--- src/sv/pkfc_pkg.sv ---
// pkfc_pkg: shared types and constants for the pair-keyed fifo cache
// request/result payload structs, opcodes and the controller/datapath interface
// no dependencies
package pkfc_pkg;

  localparam int unsigned DATA_W = 64;
  localparam int unsigned OCC_W  = 8;
  localparam int unsigned OP_W   = 2;

  localparam logic [OP_W-1:0] OP_LOOKUP = 2'd0;
  localparam logic [OP_W-1:0] OP_INSERT = 2'd1;
  localparam logic [OP_W-1:0] OP_CLEAR  = 2'd2;

  typedef struct packed {
    logic [OP_W-1:0]   opcode;
    logic [DATA_W-1:0] outer_key;
    logic [DATA_W-1:0] inner_key;
    logic [DATA_W-1:0] new_handle;
  } req_t;

  typedef struct packed {
    logic              hit;
    logic [DATA_W-1:0] found_handle;
    logic              evicted;
    logic [DATA_W-1:0] evicted_handle;
    logic [OCC_W-1:0]  occupancy;
  } res_t;

  // how the finishing request forms its result
  typedef enum logic [2:0] {
    FIN_MISS,
    FIN_HIT,
    FIN_INS,
    FIN_EVICT,
    FIN_CLEAR,
    FIN_NOP
  } fin_kind_t;

  typedef struct packed {
    logic      load;
    logic      scan_init;
    logic      scan_run;
    logic      rd_en;
    logic      wr_tail;
    logic      wr_head;
    logic      clear;
    logic      finish;
    fin_kind_t kind;
  } ctl_cmd_t;

  typedef struct packed {
    logic [OP_W-1:0] opcode;
    logic            full;
    logic            match;
    logic            scan_done;
  } ctl_sts_t;

endpackage

--- src/sv/pkfc_ctrl.sv ---
// pkfc_ctrl: controller state machine of the pair-keyed fifo cache
// sequences decode, scan, eviction read/write and result strobe
// depends on pkfc_pkg
module pkfc_ctrl (
  input  logic               clk,
  input  logic               rst_n,
  input  logic               start,
  output logic               busy,
  input  pkfc_pkg::ctl_sts_t sts,
  output pkfc_pkg::ctl_cmd_t cmd
);
  import pkfc_pkg::*;

  typedef enum logic [2:0] {
    S_IDLE,
    S_DECODE,
    S_SCAN,
    S_EVICT_RD,
    S_EVICT_WR
  } state_t;

  state_t state_r, state_nxt;
  logic   busy_r;

  always_comb begin
    state_nxt = state_r;
    cmd       = '0;
    cmd.kind  = FIN_NOP;
    case (state_r)
      S_IDLE: begin
        if (start) begin
          cmd.load  = 1'b1;
          state_nxt = S_DECODE;
        end
      end
      S_DECODE: begin
        case (sts.opcode)
          OP_LOOKUP: begin
            cmd.scan_init = 1'b1;
            state_nxt     = S_SCAN;
          end
          OP_INSERT: begin
            if (sts.full) begin
              cmd.scan_init = 1'b1;
              state_nxt     = S_EVICT_RD;
            end else begin
              cmd.wr_tail = 1'b1;
              cmd.finish  = 1'b1;
              cmd.kind    = FIN_INS;
              state_nxt   = S_IDLE;
            end
          end
          OP_CLEAR: begin
            cmd.clear  = 1'b1;
            cmd.finish = 1'b1;
            cmd.kind   = FIN_CLEAR;
            state_nxt  = S_IDLE;
          end
          default: begin
            cmd.finish = 1'b1;
            cmd.kind   = FIN_NOP;
            state_nxt  = S_IDLE;
          end
        endcase
      end
      S_SCAN: begin
        // a match on the entry read last cycle wins over running out of entries
        if (sts.match) begin
          cmd.finish = 1'b1;
          cmd.kind   = FIN_HIT;
          state_nxt  = S_IDLE;
        end else if (sts.scan_done) begin
          cmd.finish = 1'b1;
          cmd.kind   = FIN_MISS;
          state_nxt  = S_IDLE;
        end else begin
          cmd.scan_run = 1'b1;
        end
      end
      S_EVICT_RD: begin
        cmd.rd_en = 1'b1;
        state_nxt = S_EVICT_WR;
      end
      S_EVICT_WR: begin
        cmd.wr_head = 1'b1;
        cmd.finish  = 1'b1;
        cmd.kind    = FIN_EVICT;
        state_nxt   = S_IDLE;
      end
      default: begin
        state_nxt = S_IDLE;
      end
    endcase
  end

  always_ff @(posedge clk) begin
    if (!rst_n) begin
      state_r <= S_IDLE;
      busy_r  <= 1'b0;
    end else begin
      state_r <= state_nxt;
      busy_r  <= (state_nxt != S_IDLE);
    end
  end

  assign busy = busy_r;

endmodule

--- config.mk ---
export PLATFORM = sky130hd
export DESIGN_NAME = pkfc_ctrl
export DESIGN_NICKNAME = d
export VERILOG_FILES = /design/src/sv/pkfc_pkg.sv /design/src/sv/pkfc_ctrl.sv
export SDC_FILE = /design/constraint.sdc
export NUM_CORES = 1
export LEC_CHECK = 0
export ABC_CLOCK_PERIOD_IN_PS = 1460
export BUFFER_PORTS_ARGS = -buffer_cell sky130_fd_sc_hd__buf_2
export CAP_MARGIN = 20
export CORE_AREA = 2 2 39 41
export CTS_CLUSTER_DIAMETER = 50
export DETAILED_ROUTE_END_ITERATION = 10
export DIE_AREA = 0 0 41 43
export GPL_ROUTABILITY_DRIVEN = 0
export HOLD_SLACK_MARGIN = 0.08
export PLACE_DENSITY = 0.53
export REMOVE_ABC_BUFFERS = 1
export SLEW_MARGIN = 20
export SYNTH_ARGS = -nofsm -noshare
export SYNTH_HDL_FRONTEND = slang
export SYNTH_SLANG_ARGS = --single-unit
--- constraint.sdc ---
create_clock -name clk -period 1.46 [get_ports clk]
set_input_delay 0.146 -clock clk [delete_from_list [all_inputs] [get_ports clk]]
set_output_delay 0.146 -clock clk [all_outputs]
set_load 0.05 [all_outputs]
==> results.toml <==
[clock_tree]
cts_setup_buffers = 0
clk_latency_ns = 0.23
cts_hold_buffers = 0
clock_sinks = 4
cts-root-buf = "clkbuf_4"
htreeDepth = 1
clockBufferDepth = 2
cts.clk_slew.worst_paths_ns = 0.04
cts_tree = "done"
cts_buffers = 3

[timing]
setup_viol = 0
holdWs_ns = 0.1576
rsz0062_at_grt = "yes"
slew_viol_final = 0
fin_tns_setup_ns = 0
worstMarginPinSlew_ns = 0.2499
fin_crit_ns = 1.439
hold_violations = 0
min_period_over_period_pct = 98.55
skew_ns = 0.001250
max-slew-margin-rel_pct = 83.20
fmax_mhz = 695.0

[status]
status = "finished, final reports clean"

[job]
cap_viol_max_count = 0

[floorplan]
ios = 20
core_area_sq_um = 1384
die_area_sq_um = 1763
die_h_um = 43
num_rows = 14
die_w_um = 41
start_util_pct = 21.79

[drt]
num_vias = 389
drt_wl_total_um = 842
drtPass1Iterations = 4
via_per_inst = 4.420
post-route-drc-count = 0
wl_per_cell_um = 9.568
antenna_left = 0
dr.first_iter.drc_count = 2

[global_route]
grt_max_degree = 9
antenna_found_initial = 0
grt_pass1_wl_um = 1166
grt_overflow = 0
first_global_vias = 319
grt_util_all_layers_pct = 9.729

[cells_and_area]
fill_cells = 138
stdcell_count = 88
fin_area_sq_um = 585.6
drive_gt1_share_pct = 63.89
finalNetCount = 82
final_common_cell = "buf_4"
area_growth_pct = 94.19
diodes = 0
final_cell_mix = "buf_4 (12), buf_2 (11), nor2_1 (5), nand2_1 (5)"

[power_and_ir_drop]
leakage_nw = 0.2646
cellPowerDensity_nw_per_um2 = 685.1
p_total_w = 0.0004012
irDropWorstVdd_mv = 0.3896

[worst_setup_path]
rrSetupSlack_ns = 0.23
reg2reg_depth = 5
crit_fanout = 5
cp.required_ns = 1.31
r2r_end = "busy$_SDFF_PN0_"
startpoint_type = "register"
arrival_ns = 1.29
r2r_start = "state_r[0]$_SDFF_PN0_"
end_kind = "primary output"
path_class = "register to primary output"

[worst_hold_path]
hold_end = "state_r[1]$_SDFF_PN0_"
holdCritStartpoint = "rst_n"
hold_path_class = "input port to register"
hold_depth = 2

[placed_design]
hpwl_um = 686.4
dpl-instance-area_sq_um = 476.7
portBuffers = 19
dpl.cell_count = 85

[synth]
synthesis.area_sq_um = 301.5
ys_ff_latch = 4
syn_area_per_cell_sq_um = 7.180
yosysSeqAreaShare_pct = 26.56
synth_cells = 42
yosysWarnings = 0
synth.distinct_cells = 24
-- sequential cells by signal, indices dropped and copies added (netlist names) --
name and count:
state_r 3, busy 1
-- worst max-delay path, stage by stage, from the launching register on --
cell,delay [ns]
dfxtp_2,0.33
buf_4,0.15
nor2_2,0.07
a32oi_1,0.10
or2_4,0.27
buf_8,0.15
-- cell families after synthesis --
kind of cell,after synthesis,share of synthesized area (%)
and+or+nand+nor,28,50.21
buffers and inverters,1,1.244
AOI/OAI and AO/OA,9,21.99
DFF,4,26.56
-- routing by layer --
layer | GRT usage [%] | vias to the layer above | wire length, um
met2 | 15.31 | 13 | 402
met4 | 4.000 | 0 | 0
met3 | 3.141 | 0 | 55
li1 | - | 211 | -
met5 | 0 | - | 0
met1 | 11.54 | 165 | 385
-- timing repair --
item                                   in CTS  in global routing
resized for setup                          15                 15
pin swaps                                   0                  2
endpoints found under the hold margin       0                  0
setup endpoints to repair                   8                  8
-- metrics by stage --
step,util [%],setup WS [ns]
finish,42.31,0.02122
global route,42.31,-0.02274
CTS,39.33,-0.01565
detailed placement,34.45,-0.05552
global placement,34.45,-0.04492
floorplan,-,-0.9366
-- worst max path at each step --
stage | endpoint | from | slack, ns
final | cmd[0] | state_r[0]$_SDFF_PN0_ | 0.02
after global routing | cmd[0] | state_r[0]$_SDFF_PN0_ | -0.02
after CTS | cmd[3] | state_r[0]$_SDFF_PN0_ | -0.02
after detailed placement | cmd[1] | sts[4] | -0.06
after global placement | cmd[1] | sts[4] | -0.04
after floorplan | cmd[2] | state_r[2]$_SDFF_PN0_ | -0.94
-- synth_stat cells --
cell | count | area, sq um
or3_1 | 1 | 6.260
nand2b_1 | 1 | 6.260
inv_1 | 1 | 3.750
nor3_1 | 1 | 5.000
a32oi_1 | 1 | 8.760
or3b_1 | 1 | 8.760
nor2_1 | 7 | 26.28
nand2_1 | 5 | 18.77
o31a_1 | 1 | 8.760
nor2b_1 | 2 | 12.51
and3_1 | 1 | 6.260
o21ai_0 | 1 | 5.000
a21oi_1 | 2 | 10.01
and2_1 | 2 | 12.51
nand3b_1 | 1 | 7.510
a21oi_2 | 1 | 8.760
nor3b_1 | 2 | 15.01
dfxtp_1 | 4 | 80.08
or2b_1 | 1 | 7.510
o21bai_1 | 1 | 7.510
or2_2 | 2 | 12.51
nor4_1 | 1 | 6.260
o21a_1 | 1 | 7.510
o21ba_2 | 1 | 10.01
-- power breakdown --
group	internal, W	total, W	switching (W)	leakage (nW)
combinational	0.0000642	0.000147	0.0000831	0.217
sequential	0.000116	0.000121	0.00000504	0.0341
clock	0.0000917	0.000133	0.0000416	0.0138
-- layout make-up --
class / instances / area, sq um / share of cell area [%]
inverters: 1 / 3.754 / 0.6410
multi-input cells: 37 / 257.7 / 44.02
flip-flops and latches: 4 / 83.83 / 14.32
repair buffers: 27 / 197.7 / 33.76
well taps: 16 / 20.02 / 3.419
clock buffers: 3 / 22.52 / 3.846
No activity file was read; power rests on OpenSTA's default activity.
